### config.mk
export PLATFORM = sky130hd
export DESIGN_NAME = zows_ctrl
export DESIGN_NICKNAME = d
export VERILOG_FILES = /design/src/zows_pkg.sv /design/src/zows_ctrl.sv
export SDC_FILE = /design/constraint.sdc
export NUM_CORES = 1
export LEC_CHECK = 0
export BUFFER_PORTS_ARGS = -buffer_cell sky130_fd_sc_hd__clkbuf_2
export CAP_MARGIN = 15
export CORE_AREA = 3 3 44 46
export DETAILED_ROUTE_END_ITERATION = 10
export DIE_AREA = 0 0 47 49
export MAX_ROUTING_LAYER = met4
export PLACE_DENSITY_LB_ADDON = 0.05
export SYNTH_ARGS = -nofsm -noshare
export SYNTH_HDL_FRONTEND = slang
export SYNTH_SLANG_ARGS = --single-unit
export TNS_END_PERCENT = 50
### constraint.sdc
create_clock -name aclk -period 1.4 [get_ports aclk]
set_input_delay 0.21 -clock aclk [delete_from_list [all_inputs] [get_ports aclk]]
set_output_delay 0.21 -clock aclk [all_outputs]
set_load 0.01 [all_outputs]
### src/zows_pkg.sv
// Shared constants, types and command/status structs for the zone statistics block.
package zows_pkg;

    localparam int MedianTaps  = 5;
    localparam int SampleDepth = 64;
    localparam int TrackDepth  = 64;
    localparam int SampleAw    = $clog2(SampleDepth);
    localparam int TrackAw     = $clog2(TrackDepth);
    localparam int SampleCw    = $clog2(SampleDepth + 1);
    localparam int TrackCw     = $clog2(TrackDepth + 1);
    localparam int FillW       = $clog2(MedianTaps + 1);
    localparam int MedIdxW     = (MedianTaps > 1) ? $clog2(MedianTaps) : 1;
    localparam int DivW        = 30;
    localparam int DivCntW     = $clog2(DivW + 1);

    localparam logic [0:0] CfgWindow   = 1'b0;
    localparam logic [0:0] CfgInterval = 1'b1;

    localparam logic [26:0] WindowReset   = 27'd60000;
    localparam logic [15:0] IntervalReset = 16'd1000;

    typedef enum logic [1:0] {
        DIV_DWELL = 2'd0,
        DIV_ENG   = 2'd1,
        DIV_SPEED = 2'd2
    } div_sel_t;

    // controller -> datapath
    typedef struct packed {
        logic     load;        // capture input item, start item work
        logic     med_step;    // one insertion step of the median sort
        logic     med_done;    // latch median result
        logic     sample_push; // store sample (frame item)
        logic     track_push;  // store track record (removal item)
        logic     evict_track; // drop oldest track (full ring)
        logic     prune_rd;    // issue ring head reads for pruning
        logic     prune_s;     // drop sample head
        logic     prune_t;     // drop track head
        logic     scan_start;
        logic     scan_step;
        logic     div_start;
        div_sel_t div_sel;
        logic     div_step;
        logic     div_store;
        logic     out_load;
    } zows_cmd_t;

    // datapath -> controller
    typedef struct packed {
        logic is_track;
        logic sample_due;
        logic sample_full;
        logic track_full;
        logic s_old;      // sample head older than window (valid after prune_rd)
        logic t_old;
        logic med_last;
        logic scan_last;
        logic div_last;
        logic out_busy;
    } zows_sts_t;

endpackage

### src/zows_ctrl.sv
// Controller state machine sequencing one item through the datapath.
module zows_ctrl (
    input  logic                aclk,
    input  logic                aresetn,
    input  logic                s_valid,
    output logic                s_ready,
    output zows_pkg::zows_cmd_t cmd,
    input  zows_pkg::zows_sts_t sts
);
    import zows_pkg::*;

    typedef enum logic [3:0] {
        ST_IDLE, ST_MED, ST_MED_DONE, ST_PUSH, ST_EVICT_RD, ST_EVICT, ST_TPUSH,
        ST_PRD, ST_PWAIT, ST_PCHK, ST_SCAN, ST_DLOAD, ST_DIV, ST_DSTORE, ST_OUT
    } state_t;

    state_t   state_reg;
    div_sel_t sel_reg;

    assign s_ready = (state_reg == ST_IDLE);

    always_comb begin
        cmd = '0;
        cmd.div_sel = sel_reg;
        unique case (state_reg)
            ST_IDLE:     cmd.load = s_valid;
            ST_MED:      cmd.med_step = 1'b1;
            ST_MED_DONE: cmd.med_done = 1'b1;
            ST_PUSH:     cmd.sample_push = sts.sample_due;
            ST_EVICT_RD: cmd.prune_rd = 1'b1;
            ST_EVICT:    cmd.evict_track = sts.track_full;
            ST_TPUSH:    cmd.track_push = 1'b1;
            ST_PRD:      cmd.prune_rd = 1'b1;
            ST_PWAIT:    cmd.prune_rd = 1'b1;
            ST_PCHK: begin
                // removal items never prune
                cmd.prune_s    = !sts.is_track && sts.s_old;
                cmd.prune_t    = !sts.is_track && !sts.s_old && sts.t_old;
                cmd.scan_start = sts.is_track || (!sts.s_old && !sts.t_old);
            end
            ST_SCAN:     cmd.scan_step = 1'b1;
            ST_DLOAD:    cmd.div_start = 1'b1;
            ST_DIV:      cmd.div_step = 1'b1;
            ST_DSTORE:   cmd.div_store = 1'b1;
            ST_OUT:      cmd.out_load = !sts.out_busy;
            default:     ;
        endcase
    end

    always_ff @(posedge aclk) begin
        if (!aresetn) begin
            state_reg <= ST_IDLE;
            sel_reg   <= DIV_DWELL;
        end else begin
            unique case (state_reg)
                ST_IDLE:     if (s_valid) state_reg <= ST_MED;
                ST_MED: begin
                    if (sts.is_track) state_reg <= ST_EVICT_RD;
                    else if (sts.med_last) state_reg <= ST_MED_DONE;
                end
                ST_MED_DONE: state_reg <= ST_PUSH;
                ST_PUSH:     state_reg <= ST_PRD;
                ST_EVICT_RD: state_reg <= ST_EVICT;
                ST_EVICT:    state_reg <= ST_TPUSH;
                ST_TPUSH: begin
                    state_reg <= ST_PCHK;
                end
                ST_PRD:      state_reg <= ST_PWAIT;
                ST_PWAIT:    state_reg <= ST_PCHK;
                ST_PCHK: begin
                    if (sts.is_track) state_reg <= ST_SCAN;
                    else if (sts.s_old || sts.t_old) state_reg <= ST_PRD;
                    else state_reg <= ST_SCAN;
                end
                ST_SCAN: if (sts.scan_last) begin
                    state_reg <= ST_DLOAD;
                    sel_reg   <= DIV_DWELL;
                end
                ST_DLOAD:    state_reg <= ST_DIV;
                ST_DIV:      if (sts.div_last) state_reg <= ST_DSTORE;
                ST_DSTORE: begin
                    if (sel_reg == DIV_SPEED) begin
                        state_reg <= ST_OUT;
                    end else begin
                        sel_reg   <= (sel_reg == DIV_DWELL) ? DIV_ENG : DIV_SPEED;
                        state_reg <= ST_DLOAD;
                    end
                end
                ST_OUT:      if (!sts.out_busy) state_reg <= ST_IDLE;
                default:     state_reg <= ST_IDLE;
            endcase
        end
    end

endmodule

# [Word-level counts from Yosys, hierarchy flattened]
# Index checks and enable logic that the tools add are counted.
# W data, S select, Z words.
[word_totals] input_bits=13 ff_bits=6 word_cells=67 output_inout_bits=18
[classes] muxes=27 reduce_logical=17 eq_ne=21
[ops] cell="$pmux W4 S14" count=1
[ops] cell="$mux W4" count=8
[ops] cell="$eq A4 B4 Y1 const B" count=7
[ops] cell="$eq A4 B3 Y1 const B" count=4
[ops] cell="$mux W1" count=12
[ops] cell="$ne A2 B2 Y1 const B" count=5
[ops] cell="$eq A4 B2 Y1 const B" count=2
[ops] cell="$mux W2" count=3
[ops] cell="$mux W3" count=2
[ops] cell="$reduce_and A5 Y1" count=1
[ops] cell="$eq A4 B1 Y1 const B" count=1
[ops] cell="$logic_and A1 B1 Y1" count=4
[ops] cell="$logic_not A1 Y1" count=4
[ops] cell="$logic_not A4 Y1" count=1
[ops] cell="$pmux W2 S2" count=1
[ops] cell="$ne A3 B3 Y1 const B" count=1
[ops] cell="$reduce_and A3 Y1" count=1
[ops] cell="$reduce_or A3 Y1" count=1
[ops] cell="$eq A2 B2 Y1 const B" count=1
[ops] cell="$logic_not A2 Y1" count=1
[ops] cell="$logic_or A1 B1 Y1" count=2
[ops] cell="$reduce_bool A2 Y1" count=1
[ops] cell="$reduce_or A2 Y1" count=1

# [Longest topological paths before layout]
# Gate-level depths: netlist of the first run.
[depth] word_depth=4 depth_mapped=6

# [Worst setup path before layout of the first run]
# No wires, ideal clock.
[synth_timing] kind="reg-to-output" from="reg state_reg[3]" to="out cmd[16] (netlist name)" required_time_ns=1.190 slack_ns=-0.189 path_stages_with_launch=5 t_arrival_ns=1.379 n_path_buf=2 path_cell_list="dfxtp_1 -> buf_2 -> clkbuf_1 -> nor4_1 -> and2_1"
[synth_rtl] item="start, declared" line="zows_ctrl.sv:17" text="state_t state_reg;"
[synth_rtl] item="start signal, assigned" line="zows_ctrl.sv:52" text="state_reg <= ST_IDLE;"
[synth_rtl] item="start signal, assigned" line="zows_ctrl.sv:56" text="ST_IDLE: if (s_valid) state_reg <= ST_MED;"
[synth_rtl] item="start signal, assigned" line="zows_ctrl.sv:58" text="if (sts.is_track) state_reg <= ST_EVICT_RD;"
[synth_rtl] item="end, declared" line="zows_ctrl.sv:7" text="output zows_pkg::zows_cmd_t cmd,"

==> results.md, run 1 <==
- Outcome: finished with violations
- Violated checks: setup timing
- Post-route worst setup slack: -152 ps
- Core ar.: 1540 um2
- Die Width: 47 um
- Slew HR: 80.5%
- Pre-Repair DR Iteration Count: 2
- Total wire length: 1920 um
- Syn Inst Count: 88
- Largest register FFs: 4
- Fin cells: 152
- WL/cell: 12.6 um
- Post-route DRC: 0
- Diodes inserted: 0
- Final Max Slew Viols: 0
- CTS buffer count: 3
- H-tree Lvls: 1
- Top cells by area, synth: dfxtp_1 (20%), nor3_1 (8.2%), nor2b_1 (6.1%)
- Leakage Power: 0.515 nW
- Tcrit/Tclk final: 111%
- Period minus WS final: 1550 ps
- Sequential share of the synthesized area: 19.7%
- Routability cong.: 0.821
- Worst setup path class: reg -> out
- Congestion Overflow GR: 0
- CP Capture Type: output port
- Fin area: 1050 um2
- Crit-path max FO: 4
- Final Util: 68.2%
- Fmax: 645 MHz
- Post-synth top area share: 19.7%
- PwrDens: 797 nW/um2
- Post-DP HPWL: 1430 um
- Worst-Margin Slew: 292 ps
- Largest net degree at the start of global routing: 11
- Die ar.: 2300 um2
- CP Data Arrival Time: 1340 ps
- RSZ-0062 raised after global routing: yes
- Cell count after placement: 144
- Via count: 791
- # setup viols final: 11
- Clock sink count: 6
- # port buffers: 29
- Yosys warnings: 0
- Syn nets: 101
- Worst IR Drop VDD: 638 uV
- Setup Skew: 2.61 ps
- Setup TNS: -723 ps
- Pre-CTS setup slack: -142 ps
- Synthesized flop and latch total: 6
- Initial antenna violation count: 0
- Post-Syn Area: 611 um2
- Antenna Nets Post-Route: 0
- Clk_lat worst skew: 250 ps
- Num ports: 31
- Nets@finish: 151
- Max clock buf depth: 2
- Initial DRC Count: 4
- Worst hold slack: 271 ps
- Distinct cells, synth: 33
- Cell accounting for the most synthesized area: dfxtp_1
- Vias in the first global route: 702
- First-pass GRT wire length: 2960 um
- Total of max-cap violations: 0
- Via density: 5.20
- Starting Density: 39.6%
- Average cell area after synthesis: 6.94 um2
- Critical path data required time: 1190 ps
- DP Area: 892 um2
- Hold Crit Class: in -> reg
- Total power: 0.837 mW
- Hold Violations, Final: 0
- Clock-pin slew on the worst setup and hold paths: 40 ps
- DIE HEIGHT: 49 um
- Fillers: 142
- CTS tree: yes
- Fraction of layout cells with a size suffix above 1: 55.1%
- Synthesis-to-finish area growth: 72.1%
- Root Buffer: clkbuf_4
- Tot GR Track Use: 17.4%
- Cts-stage hold buffer count: 0
- Row count: 14
- CP Launch Type: register
-- power breakdown --
group          switching, mW  internal [mW]
Combinational          0.214          0.244
Sequential            0.0322          0.191
Clock                 0.0597         0.0967
-- Yosys cell counts --
| cell | number |
|---|---|
| dfxtp_1 | 6 |
| o32ai_1 | 2 |
| buf_6 | 1 |
| and2_1 | 3 |
| nor2_1 | 8 |
| nor4b_1 | 2 |
| buf_2 | 5 |
| o21bai_1 | 1 |
| nor3_1 | 10 |
| xor2_1 | 1 |
| or3_1 | 1 |
| o21ai_0 | 6 |
| a21oi_1 | 2 |
| nor2b_1 | 6 |
| a31oi_1 | 3 |
| o21a_1 | 1 |
| nand2b_1 | 4 |
| or3_4 | 1 |
| clkbuf_1 | 1 |
| inv_1 | 6 |
| nand2_1 | 4 |
| nor3b_1 | 1 |
| a21boi_0 | 1 |
| o211a_1 | 1 |
| nor4_1 | 1 |
| and3b_1 | 1 |
| nand3_1 | 1 |
| a221oi_1 | 1 |
| o41ai_1 | 1 |
| mux2i_1 | 1 |
| a22oi_1 | 1 |
| o21ba_2 | 1 |
| nand4b_1 | 3 |
-- layout by cell type, fill, tap and decap left out, types with 2 or more instances in the layout --
master / count
buf_2: 7
nor4b_2: 2
dfxtp_1: 2
nor2b_1: 6
and2_1: 3
a21oi_1: 2
nor2_1: 8
nand2_2: 3
buf_4: 17
o21ai_0: 6
buf_6: 6
clkbuf_2: 22
nand2b_4: 2
nor3_2: 4
nand2b_1: 2
nor3_1: 6
nand4b_1: 3
inv_1: 6
clkbuf_4: 3
a31oi_1: 3
dfxtp_4: 3
-- metal layers --
| metal | up-vias | track usage [%] | part of all wire, % |
|---|---|---|---|
| li1 | 413 | - | - |
| met3 | 4 | 5.54 | 5.9 |
| met2 | 19 | 25.8 | 49 |
| met4 | 0 | 4.61 | 0.73 |
| met5 | - | - | 0 |
| met1 | 355 | 22.5 | 45 |
-- cell type report --
cell class | instances | area [um2] | area share [%]
Clock buffer | 3 | 22.5 | 2.14
Inverter | 6 | 22.5 | 2.14
Multi-Input combinational cell | 69 | 513 | 48.8
Sequential cell | 6 | 133 | 12.6
Tap cell | 16 | 20.0 | 1.90
Timing Repair Buffer | 52 | 340 | 32.4
-- kinds of logic after synthesis --
group,count (synthesis),share of synthesized area [%]
buffers and inverters,13,10.2
DFF,6,19.7
and+or+nand+nor,46,43.4
xor gates and xnor gates,1,1.43
AOI/OAI and AO/OA,21,23.6
muxes,1,1.64
-- path summary, 6_finish.rpt --
| check | start | end | slack, ps | cells after the start |
|---|---|---|---|---|
| min | aresetn | state_reg[3]$_SDFFE_PN0P_ | 270 | 3 |
| min reg2reg | sel_reg[1]$_SDFFE_PN0P_ | sel_reg[1]$_SDFFE_PN0P_ | 580 | 2 |
| max | state_reg[1]$_SDFFE_PN0P_ | cmd[8] | -150 | 3 |
| max reg2reg | state_reg[1]$_SDFFE_PN0P_ | state_reg[1]$_SDFFE_PN0P_ | -100 | 5 |
-- worst max-delay path: stages (launching register included) --
cell     delay [ps]
dfxtp_2         330
or3_4           400
nor4b_2         200
buf_2           160
-- timing repair --
action                                  CTS  global route
setup buffers                             5             0
pin swaps                                 5             6
resized for setup                        16            17
endpoints found under the setup margin   19            18
Power figures use the tool's default switching activity.
==> inputs of run 2 (changes only) <==
Settings changed: CORE_AREA 3 3 44 46 to 3 3 42 44, DIE_AREA 0 0 47 49 to 0 0 45 47.
Clock period 1.4 ns to 1.5 ns, I/O delays scaled along.
==> run 2 against run 1 <==
- the run still ends with setup timing left
- clock power down 6%
- critical path depth did not move
- flip-flop and latch count did not move
- sequential power is 13% lower
- clock skew decreased by 1.7 ps
- routed wire length decreased by 8.2%
- setup slack better by 120 ps
- hold slack gained 16 ps
- global-route usage up 0.86 points
- via count down 0.25%
==> results.md, run 2 (synthesis results as in run 1) <==
- Largest net degree at the start of global routing: 20
- Root Buffer: clkbuf_4
- DIE HEIGHT: 47 um
- Reg2reg path depth: 5
- Total of max-cap violations: 0
- Max clock buf depth: 2
- WHS Endpoint: state_reg[0]$_SDFFE_PN0P_
- Fmax: 655 MHz
- Diodes inserted: 0
- Routability cong.: 0.827
- Largest register FFs: 4
- Critical path data required time: 1270 ps
- CP Data Arrival Time: 1300 ps
- Congestion Overflow GR: 0
- Fin area: 986 um2
- RSZ-0062 raised after global routing: yes
- CTS buffer count: 3
- Cts-stage hold buffer count: 0
- Outcome: finished with violations
- Post-route worst setup slack: -26.7 ps
- CP Capture Type: output port
- Initial antenna violation count: 0
- Crit-path max FO: 3
- HP Start: aresetn
- Pre-Repair DR Iteration Count: 4
- Register-to-register setup slack: 10 ps
- Worst r2r src: state_reg[1]$_SDFFE_PN0P_
- Post-route DRC: 0
- Worst setup path class: reg -> out
- CTS tree: yes
- Total wire length: 1760 um
- Clock sink count: 6
- Core ar.: 1470 um2
- # port buffers: 29
- CP Launch Type: register
- Commonest non-fill, non-tap cells in the layout: clkbuf_2 (25), buf_4 (9), nor2_1 (8)
- # setup viols final: 1
- Setup TNS: -26.7 ps
- Tot GR Track Use: 18.3%
- Die ar.: 2120 um2
- Via density: 5.52
- H-tree Lvls: 1
- Period minus WS final: 1530 ps
- Final Util: 67.0%
- Row count: 14
- Worst hold slack: 287 ps
- Clk_lat worst skew: 240 ps
- WL/cell: 12.3 um
- Commonest non-fill, non-tap cell in the layout: clkbuf_2
- Worst-Margin Slew: 287 ps
- Initial DRC Count: 7
- Via count: 789
- Worst IR Drop VDD: 524 uV
- Setup Skew: 0.866 ps
- Clock-pin slew on the worst setup and hold paths: 40 ps
- Fillers: 140
- Bufs and invs on worst path: 1
- Synthesis-to-finish area growth: 61.5%
- PwrDens: 765 nW/um2
- First-pass GRT wire length: 2820 um
- Tcrit/Tclk final: 102%
- Leakage Power: 0.482 nW
- DP Area: 807 um2
- Nets@finish: 142
- Violated checks: setup timing
- Starting Density: 41.5%
- Fraction of layout cells with a size suffix above 1: 49.6%
- Max stage delay on crit path: 390 ps
- Die Width: 45 um
- Hold Violations, Final: 0
- Final Max Slew Viols: 0
- Critical R2R Capture: state_reg[1]$_SDFFE_PN0P_
- Worst path top cell family by delay: simple AND/OR/NAND/NOR gates
- Vias in the first global route: 665
- Antenna Nets Post-Route: 0
- Slew HR: 80.8%
- WHS Path Cells: 3
- Slowest-stage cell, CP: or3_4
- Post-DP HPWL: 1270 um
- Num ports: 31
- Hold Crit Class: in -> reg
- Crit path cell chain: or3_4 > nor4b_4 > buf_2
run 2: cell types whose count changed in the layout (fill, tap and decap cells not counted), sizes merged:
cell,previous run,this run
buf,30,18
clkbuf,25,28
run 2: cell type report:
| type | count | area [um2] | area share, % |
|---|---|---|---|
| Clock buffer | 3 | 22.5 | 2.28 |
| Timing Repair Buffer | 43 | 275 | 27.9 |
| Tap cell | 16 | 20.0 | 2.03 |
| Inverter | 6 | 30.0 | 3.05 |
| Multi-Input combinational cell | 69 | 509 | 51.6 |
| Sequential cell | 6 | 129 | 13.1 |
run 2: worst max-delay path by stage:
stage,from,endpoint,slack [ps],cells past startpoint
detailed placement,state_reg[2]$_SDFFE_PN0P_,state_reg[2]$_SDFFE_PN0P_,50,5
global route,state_reg[1]$_SDFFE_PN0P_,cmd[8],-100,3
CTS,state_reg[1]$_SDFFE_PN0P_,cmd[8],-60,3
floorplan,state_reg[3]$_SDFFE_PN0P_,cmd[16],20,4
global placement,state_reg[3]$_SDFFE_PN0P_,state_reg[2]$_SDFFE_PN0P_,50,4
finish,state_reg[1]$_SDFFE_PN0P_,cmd[8],-30,3
run 2: power by group:
part / internal, mW / total (mW) / switching (mW)
logic: 0.202 / 0.413 / 0.211
clock network: 0.0904 / 0.147 / 0.0568
registers: 0.176 / 0.194 / 0.0174
total: 0.469 / 0.754 / 0.285
run 2: what timing repair did:
item,in CTS,in global routing
pin swaps,3,3
endpoints found under the setup margin,15,16
buffers inserted,3,4
resized for setup,9,24
run 2: per-layer routing:
layer / up-vias / GRT usage (%) / part of all wire (%)
li1: 398 / - / -
met1: 368 / 23.2 / 48
met2: 23 / 30.2 / 46
met3: 0 / 5.75 / 6.2
met4: 0 / 0 / 0
met5: - / - / 0
run 2: worst min-delay path: stages:
cell      delay [ps]
clkbuf_2         150
nand2_1           60
o21ai_0           60
run 2: stage by stage:
stage	setup slack (ps)	power, mW	std cells
floorplan	19.8	0.397	88
CTS	-60.1	0.687	139
finish	-26.7	0.754	143
detailed placement	54.4	0.505	133
global route	-95.9	0.806	143
global placement	46.5	0.503	133
